## config.mk

```make
export PLATFORM = sky130hd
export DESIGN_NAME = complex_fir_lowpass_filter
export DESIGN_NICKNAME = d
export VERILOG_FILES = /design/src/sv/cfir_pkg.sv /design/src/sv/complex_fir_lowpass_filter.sv
export SDC_FILE = /design/constraint.sdc
export NUM_CORES = 2
export LEC_CHECK = 0
export BUFFER_PORTS_ARGS = -buffer_cell sky130_fd_sc_hd__buf_2
export CAP_MARGIN = 20
export CORE_MARGIN = 2
export CORE_UTILIZATION = 54
export DETAILED_ROUTE_END_ITERATION = 8
export GPL_TIMING_DRIVEN = 0
export PLACE_DENSITY = 0.68
export SYNTH_ARGS = -nofsm -noshare
export SYNTH_HDL_FRONTEND = slang
export SYNTH_SLANG_ARGS = --single-unit
```

## constraint.sdc

```tcl
create_clock -name clk -period 16.9 [get_ports clk]
set_input_delay 5.07 -clock clk [delete_from_list [all_inputs] [get_ports clk]]
set_output_delay 5.07 -clock clk [all_outputs]
set_load 0.03 [all_outputs]
```

## src/sv/cfir_pkg.sv

```systemverilog
package cfir_pkg;

  localparam int SAMPLE_W   = 16;
  localparam int ACC_W      = 40;
  localparam int TAPS_DEF   = 39;
  localparam int COEF_W_DEF = 18;
  localparam int COEF_COUNT = 39;
  localparam int COEF_MAX_W = 25;

  // Unique low-pass taps in Q1.17; tap k mirrors tap COEF_COUNT-1-k.
  localparam int HALF_TAPS [20] = '{
    -23, -142, -256, -307, -189, 177, 736, 1238, 1288, 543,
    -1028, -2957, -4294, -3902, -930, 4721, 12167, 19698, 25304, 27377
  };

  typedef struct packed {
    logic signed [SAMPLE_W-1:0] sample_i;
    logic signed [SAMPLE_W-1:0] sample_q;
    logic                       block_start;
  } in_item_t;

  typedef struct packed {
    logic signed [SAMPLE_W-1:0] out_i;
    logic signed [SAMPLE_W-1:0] out_q;
  } out_item_t;

  typedef enum logic [1:0] {
    S_IDLE,
    S_RUN,
    S_DRAIN
  } state_t;

  // Tap k rescaled from Q1.17 to Q1.(cw-1), rounding half up when narrowing.
  function automatic logic signed [COEF_MAX_W-1:0] coef_value(input int k, input int cw);
    int c;
    int r;
    c = 0;
    r = 0;
    if (k >= 0 && k < COEF_COUNT) begin
      c = (k <= 19) ? HALF_TAPS[k] : HALF_TAPS[COEF_COUNT - 1 - k];
      if (cw >= 18) begin
        r = c <<< (cw - 18);
      end else begin
        r = (c + (1 << (17 - cw))) >>> (18 - cw);
      end
    end
    return COEF_MAX_W'(r);
  endfunction

endpackage

```

## src/sv/complex_fir_lowpass_filter.sv

```systemverilog
// Each result sums the new sample and n history samples, where n is the
// number of history samples in use (0 after block start, up to TAPS-1).
// A new item is taken only once the current result is in the output register;
// taps run one a cycle through one I/Q MAC pair off the single history read port.
// Reset clears the pointer, history count and handshake state; the history
// memory is not cleared, as entries are only read once written.
module complex_fir_lowpass_filter #(
  parameter int TAPS       = cfir_pkg::TAPS_DEF,
  parameter int COEF_WIDTH = cfir_pkg::COEF_W_DEF
) (
  input  logic                clk,
  input  logic                rst,
  input  logic                sample_valid,
  output logic                sample_ready,
  input  cfir_pkg::in_item_t  sample,
  output logic                result_valid,
  input  logic                result_ready,
  output cfir_pkg::out_item_t result
);
  import cfir_pkg::*;

  localparam int DEPTH = TAPS - 1;
  localparam int AW    = (DEPTH > 1) ? $clog2(DEPTH) : 1;
  localparam int KW    = $clog2(TAPS);
  localparam int PW    = SAMPLE_W + COEF_WIDTH;
  localparam int YW    = ACC_W + 2 - COEF_WIDTH;
  localparam logic [ACC_W:0] HALF_LSB = (ACC_W + 1)'(1) << (COEF_WIDTH - 2);
  localparam longint SAT_HI = (64'sd1 <<< (SAMPLE_W - 1)) - 64'sd1;
  localparam longint SAT_LO = -(64'sd1 <<< (SAMPLE_W - 1));

  state_t state, state_next;

  logic [KW-1:0] k, n, vc;
  logic [AW-1:0] ptr, rd_addr;
  logic signed [SAMPLE_W-1:0] x_i, x_q;

  logic [2*SAMPLE_W-1:0] mem [DEPTH];
  logic [2*SAMPLE_W-1:0] rdata;

  logic                         s1_v, s1_x;
  logic signed [COEF_WIDTH-1:0] s1_c, coef_k;
  logic                         s2_v;
  logic signed [PW-1:0]         prod_i, prod_q;
  logic signed [ACC_W-1:0]      acc_i, acc_q;

  logic accept, issue, finish, out_free;
  logic signed [SAMPLE_W-1:0] op_i, op_q, y_i, y_q;
  logic signed [ACC_W:0]      sum_i, sum_q;

  function automatic logic signed [SAMPLE_W-1:0] saturate(input logic signed [YW-1:0] y);
    longint v;
    v = 64'(y);
    if (v > SAT_HI) begin
      v = SAT_HI;
    end else if (v < SAT_LO) begin
      v = SAT_LO;
    end
    return v[SAMPLE_W-1:0];
  endfunction

  assign out_free = !result_valid || result_ready;
  assign accept   = sample_valid && sample_ready;
  assign coef_k   = COEF_WIDTH'(coef_value(int'(k), COEF_WIDTH));

  always_comb begin
    state_next   = state;
    sample_ready = 1'b0;
    issue        = 1'b0;
    finish       = 1'b0;
    case (state)
      S_IDLE: begin
        sample_ready = 1'b1;
        if (sample_valid) begin
          state_next = S_RUN;
        end
      end
      S_RUN: begin
        issue = 1'b1;
        if (k == n) begin
          state_next = S_DRAIN;
        end
      end
      S_DRAIN: begin
        // wait for the MAC pipeline to empty and the output register to free up
        if (!s1_v && !s2_v && out_free) begin
          finish     = 1'b1;
          state_next = S_IDLE;
        end
      end
      default: begin
        state_next = S_IDLE;
      end
    endcase
  end

  always_ff @(posedge clk) begin
    if (rst) begin
      state <= S_IDLE;
    end else begin
      state <= state_next;
    end
  end

  // Sequencer: tap index, taps in use, pointer and history count
  always_ff @(posedge clk) begin
    if (rst) begin
      k   <= '0;
      n   <= '0;
      vc  <= '0;
      ptr <= '0;
    end else begin
      if (accept) begin
        k <= '0;
        n <= sample.block_start ? '0 : vc;
      end else if (issue && k != n) begin
        k <= k + KW'(1);
      end
      if (finish) begin
        vc  <= (n == KW'(DEPTH)) ? n : n + KW'(1);
        ptr <= (ptr == AW'(DEPTH - 1)) ? '0 : ptr + AW'(1);
      end
    end
  end

  always_ff @(posedge clk) begin
    if (accept) begin
      x_i     <= sample.sample_i;
      x_q     <= sample.sample_q;
      rd_addr <= (ptr == '0) ? AW'(DEPTH - 1) : ptr - AW'(1);
    end else if (issue && k != '0) begin
      rd_addr <= (rd_addr == '0) ? AW'(DEPTH - 1) : rd_addr - AW'(1);
    end
  end

  // History memory: one read port for the taps, one write port for the new sample
  always_ff @(posedge clk) begin
    if (finish) begin
      mem[ptr] <= {x_i, x_q};
    end
    if (issue && k != '0) begin
      rdata <= mem[rd_addr];
    end
  end

  // MAC pipeline: operand fetch, multiply, accumulate
  always_ff @(posedge clk) begin
    if (rst) begin
      s1_v <= 1'b0;
      s2_v <= 1'b0;
    end else begin
      s1_v <= issue;
      s2_v <= s1_v;
    end
  end

  assign op_i = s1_x ? x_i : rdata[2*SAMPLE_W-1:SAMPLE_W];
  assign op_q = s1_x ? x_q : rdata[SAMPLE_W-1:0];

  always_ff @(posedge clk) begin
    s1_x   <= (k == '0);
    s1_c   <= coef_k;
    prod_i <= op_i * s1_c;
    prod_q <= op_q * s1_c;
    if (accept) begin
      acc_i <= '0;
      acc_q <= '0;
    end else if (s2_v) begin
      acc_i <= acc_i + ACC_W'(prod_i);
      acc_q <= acc_q + ACC_W'(prod_q);
    end
  end

  // Round half up to the sample LSB, then saturate
  assign sum_i = {acc_i[ACC_W-1], acc_i} + HALF_LSB;
  assign sum_q = {acc_q[ACC_W-1], acc_q} + HALF_LSB;
  assign y_i   = saturate(sum_i[ACC_W:COEF_WIDTH-1]);
  assign y_q   = saturate(sum_q[ACC_W:COEF_WIDTH-1]);

  always_ff @(posedge clk) begin
    if (rst) begin
      result_valid <= 1'b0;
    end else if (finish) begin
      result_valid <= 1'b1;
    end else if (result_ready) begin
      result_valid <= 1'b0;
    end
  end

  always_ff @(posedge clk) begin
    if (finish) begin
      result.out_i <= y_i;
      result.out_q <= y_q;
    end
  end

`ifndef SYNTHESIS
  a_idle_pipe_empty: assert property (@(posedge clk) disable iff (rst)
    state == S_IDLE |-> !s1_v && !s2_v)
    else $error("MAC pipeline busy while idle");

  a_count_range: assert property (@(posedge clk) disable iff (rst)
    vc <= KW'(DEPTH) && n <= KW'(DEPTH))
    else $error("history count beyond depth");

  a_ptr_range: assert property (@(posedge clk) disable iff (rst)
    ptr <= AW'(DEPTH - 1))
    else $error("history pointer out of range");

  a_tap_bound: assert property (@(posedge clk) disable iff (rst)
    state == S_RUN |-> k <= n)
    else $error("tap index passed taps in use");

  a_finish_once: assert property (@(posedge clk) disable iff (rst)
    finish |=> !finish && state == S_IDLE)
    else $error("result produced twice for one transaction");
`endif

endmodule

```

; ---- Word level (Yosys, flattened, before mapping)
; Memory sizes are Yosys's and may differ from the RTL's. A register that Yosys moved wholly into a read port is not among the register bits.
; Cells that the tools add are included.
[op_classes]
addsub = 10
multipliers = 2
magnitude_cmp = 8
eq_ne = 9
mux = 28
bitwise = 2
reduce_logical = 18
[op_table]
columns = operator, n
row1 = 2-to-1 mux 18 bit, 5
row2 = adder 40 x 18 -> 41 bit (second input constant), 2
row3 = adder 40 x 34 -> 40 bit, 2
row4 = multiplier 16 x 18 -> 34 bit, 2
row5 = >= comparator 32 x 6 -> 1 bit (second input constant), 2
row6 = 2-to-1 mux 16 bit, 4
row7 = > comparator 24 x 16 -> 1 bit (second input constant), 2
row8 = < comparator 24 x 16 -> 1 bit (second input constant), 2
row9 = 2-to-1 mux 6 bit, 7
row10 = inverter 32 bit, 1
row11 = inverter 6 -> 32 bit, 1
row12 = adder 6 x 1 -> 6 bit (second input constant), 3
row13 = logical NOT 6 bit, 3
row14 = equality test 6 bit (second input constant), 2
row15 = subtractor 6 x 1 -> 6 bit (second input constant), 2
row16 = 2-to-1 mux 1 bit, 8
row17 = subtractor 6 x 6 -> 7 bit (first input constant), 1
row18 = equality test 6 bit, 1
row19 = less-or-equal comparator 6 x 5 -> 1 bit (second input constant), 1
row20 = < comparator 6 bit (second input constant), 1
row21 = 2-to-1 mux 2 bit, 3
row22 = inequality test 2 bit (second input constant), 3
row23 = inequality test 6 bit, 1
row24 = one-hot mux 2 bit (3 select lines), 1
row25 = other kinds (10), 17
[totals]
ff_bits = 266
ramBits = 1216
romBits = 2048
output_inout_bits = 34
word_cells = 99
memories = 3
[mem_list]
columns = memory, words, word_bits, read_ports, rd_clocked_by_memory_dff, wr, line
row1 = mem, 38, 32, 1, 1, 1, complex_fir_lowpass_filter.sv:37  ; logic [2*SAMPLE_W-1:0] mem [DEPTH];
row2 = (name not given), 32, 32, 1, 0, 0, cfir_pkg.sv:40  ; c = (k <= 19) ? HALF_TAPS[k] : HALF_TAPS[COEF_COUNT - 1 - k];
row3 = (name not given), 32, 32, 1, 0, 0, cfir_pkg.sv:40

; ---- Depth between registers and ports, before layout
[logic_depth]
depth_word = 7
ltp_mapped = 28
depth_no_buf = 24

; ---- Worst setup path before layout
; No wires, ideal clock.
[synth_path]
kind = input -> register
start = input result_ready
end = memory mem[24][0] in the netlist's numbering (enable)
setup_ns = 0.421
arrival_time_ns = 8.691
slack_ns = 7.787
path_stages = 7
n_path_buf = 2
path_cell_list = nor2b_1 > or4_1 > clkbuf_1 > inv_2 > clkbuf_1 > nand2_1 > nor2_1
[synth_via]
elab_chain_cells = 6
[synth_lines]
columns = item, line
row1 = "start, declared", complex_fir_lowpass_filter.sv:17  ; input logic result_ready,
row2 = logical OR 1 bit, complex_fir_lowpass_filter.sv:61  ; assign out_free = !result_valid || result_ready;
row3 = logical AND 1 bit, complex_fir_lowpass_filter.sv:85  ; if (!s1_v && !s2_v && out_free) begin
row4 = 2-to-1 mux 1 bit, complex_fir_lowpass_filter.sv:85
row5 = 2-to-1 mux 1 bit, complex_fir_lowpass_filter.sv:70  ; case (state)
row6 = via finish, complex_fir_lowpass_filter.sv:46  ; logic accept, issue, finish, out_free;
row7 = 2-to-1 mux 1 bit, complex_fir_lowpass_filter.sv:137  ; if (finish) begin
row8 = 2-to-1 mux 1 bit (not written as such), complex_fir_lowpass_filter.sv:138  ; mem[ptr] <= {x_i, x_q};
row9 = "end, declared", complex_fir_lowpass_filter.sv:37
; The timed path passes the listed nets, and every way through them passes these cells.

; ---- Worst setup path in the final report
[layout_path]
start = register s1_x
end = register prod_q[30]
[layout_via]
elab_chain_cells = 2
[layout_lines]
columns = item, line
row1 = "start, declared", complex_fir_lowpass_filter.sv:40  ; logic s1_v, s1_x;
row2 = "start signal, assigned", complex_fir_lowpass_filter.sv:160  ; s1_x <= (k == '0);
row3 = 2-to-1 mux 16 bit, complex_fir_lowpass_filter.sv:157  ; assign op_q = s1_x ? x_q : rdata[SAMPLE_W-1:0];
row4 = multiplier 16 x 18 -> 34 bit, complex_fir_lowpass_filter.sv:163  ; prod_q <= op_q * s1_c;
row5 = "end signal, assigned", complex_fir_lowpass_filter.sv:163
row6 = "end, declared", complex_fir_lowpass_filter.sv:43  ; logic signed [PW-1:0] prod_i, prod_q;
; No other way between the ends.
; A chain may end at the register's enable or synchronous reset.

==> flow_metrics.tcl <==
set metrics [dict create \
    status "completed" \
    min_from "vc[0]" \
    area_delta_synth_final_pct 12.6 \
    synthMuxAreaShare_pct 10.7 \
    start_kind "flop" \
    ys_seq_area_share_pct 52.7 \
    drive_above_1_share_pct 12.8 \
    cts_buffers 156 \
    routed_wl_um 224000 \
    worstMarginPinSlew_ns 1.19 \
    drtPass1Iterations 6 \
    rows 143 \
    hold_buffers 0 \
    drt_iter0_markers 4799 \
    cp.arrival_ns 9.62 \
    slowest_stage "mux2i_1" \
    rsz0062_at_grt "no" \
    ys_warn_count 0 \
    synth-xor-area-share_pct 2.07 \
    syn_avg_cell_area_um2 13.9 \
    grt_pass1_vias 52457 \
    cts-root-buf "clkbuf_16" \
    grt_first_pass_wirelength_um 334000 \
    dieArea_um2 156000 \
    final_cell_mix "1318 x edfxtp_1, 630 x inv_1, 544 x fa_1, 451 x nand2_1, 323 x mux4_2" \
    synth_fp_nets 6768 \
    antenna_found_initial 4 \
    path_buf_inv 7 \
    ant_nets 0 \
    post_cts_buffers 0 \
    fmax_ghz 0.112 \
    synth_compound_area_share_pct 5.77 \
    layout_commonest_cell "edfxtp_1" \
    utilization_pct 61.2 \
    yosys.area_share.simple_pct 7.34 \
    hold_viol_final 0 \
    critPathMaxStageDelay_ns 1.05 \
    netlist_area_um2 82500 \
    min_period_ns 8.93 \
    syn_inst 5921 \
    r2r-start "s1_x" \
    dr_total_vias 50389 \
    hold_end "vc[0]" \
    finalSetupViolCount 0 \
    slew_violations 0 \
    pin_count 71 \
    critPathKind "flop to flop" \
    clock_latency_ns 0.84 \
    r2r_slack_ns 7.97 \
    cap_violations 0 \
    crit_family "adder cells" \
    synthArstFlopShare_pct 0 \
    remaining_drc_errors 0 \
    critPathCaptureType "flop" \
    clock_path_buffers 3 \
    post_cts_resize_count 0 \
    cp_common_cell "fa_1" \
    port_buffers 69 \
    yosysUniqueCellTypes 86 \
    fp.dieW_um 395 \
    dp_hpwl_um 164000 \
    fin_nets 7085 \
    synthAdderAreaFrac_pct 17.2 \
    cts_tree "yes" \
    grt_max_degree 40 \
    synth_flop_cell "edfxtp_1" \
    r2r-end "prod_q[30]" \
    crit_required_ns 17.59 \
    post_dp_cell_area_um2 87600 \
    min_path_type "flop to flop" \
    grt_use_total_pct 29.2 \
    slew_headroom_pct 18.3 \
    hold_path_depth 2 \
    postLayoutCellArea_um2 93000 \
    clock_sinks 1512 \
    finalSetupTns_ns 0 \
    synth-seq-cells 1512 \
    viasPerCell 6.00 \
    reg2reg_depth 26 \
    synth_top_family_by_area "adder cells" \
    gp_congestion 0.949 \
    initial_core_util_pct 54.3 \
    min_period_over_period_pct 52.8 \
    grt_remaining_overflow 0 \
    wl_per_cell_um 26.7 \
    synth_enable_flop_cells 1318 \
    fp.dieH_um 395 \
    clk_pin_slew_ns 0.06 \
    placeableCoreArea_um2 152000 \
    cp_max_fo 10 \
    htree_num_levels 4 \
    fin_skew_ns 0.0838 \
]
[routing by layer]
metal | GRT usage [%] | part of all wire, % | vias up
met1 | 36.6 | 37 | 25864
li1 | - | - | 21772
met4 | 15.2 | 6.0 | 2
met5 | 0 | 0.0076 | -
met3 | 5.33 | 7.7 | 535
met2 | 48.8 | 49 | 2216
[cell families (layout without fill, tap and decap cells)]
kind of cell	Yosys count	after routing
buffers and inverters	922	1368
flip-flops	1512	1512
adder cells (fa/ha/maj)	810	810
XOR/XNOR	195	195
other	0	6
AND/OR/NAND/NOR	1260	1260
AO/OA/AOI/OAI	746	746
multiplexers	476	476
[registers in the layout (all words and copies together), names as in the netlist, 16 cells and up]
signal,cells
prod_q,34
result,32
acc_q,40
x_i,16
mem,1216
x_q,16
rdata,32
prod_i,34
s1_c,16
acc_i,40
[Yosys cell counts, types with 150 or more instances]
| master | instances | area (um^2) |
|---|---|---|
| a21oi_1 | 189 | 946 |
| nand2_1 | 451 | 1690 |
| dfxtp_1 | 194 | 3880 |
| edfxtp_1 | 1318 | 39600 |
| clkbuf_1 | 232 | 871 |
| inv_1 | 630 | 2360 |
| ha_1 | 266 | 3330 |
| o21ai_0 | 150 | 751 |
| nor2_1 | 265 | 995 |
| mux4_2 | 323 | 7270 |
| fa_1 | 544 | 10900 |
| nor2b_1 | 225 | 1410 |
[worst reg2reg max path: cells and delay by family (launching register included)]
| kind | cells | cell delay (ns) |
|---|---|---|
| adders and majority gates | 7 | 3.32 |
| AOI/OAI and AO/OA | 8 | 1.96 |
| buffers and inverters | 7 | 1.67 |
| muxes | 1 | 1.05 |
| xor gates and xnor gates | 1 | 0.33 |
| DFF | 1 | 0.30 |
| and+or+nand+nor | 2 | 0.20 |
[per-stage QoR]
stage	worst slack, ns	instances	hold slack [ns]
2_1_floorplan	7.79	5921	0.429
3_3_place_gp	4.60	8020	0.441
3_5_place_dp	8.02	8102	0.448
4_1_cts	8.03	8389	0.455
5_1_grt	7.68	8398	0.478
6_report	7.97	8403	0.454
[how the worst max path moves through the flow]
stage                  from    endpoint  slack, ns  cells past startpoint
2_1_floorplan  result_ready  mem[24][0]       7.79                      7
3_3_place_gp   result_ready  mem[24][2]       4.60                      8
3_5_place_dp           s1_x  prod_q[29]       8.02                     26
4_1_cts                s1_x  prod_q[30]       8.03                     26
5_1_grt                s1_x  prod_q[30]       7.68                     26
6_report               s1_x  prod_q[30]       7.97                     26
[layout make-up]
cell class                 instances  area (um^2)
clock inverter                    95         1130
inverter                         634         2380
clock buffer                     192         4110
sequential                      1512        43500
buffer                           288         1110
fill                           11237        58900
tap                             2030         2540
timing repair buffer             159         2340
antenna                            6         15.0
multi-input combinational       3487        35900
Power is left out: the tool's default activity adds up to more than one toggle a clock period on the data nets, which glitch-free logic cannot reach.
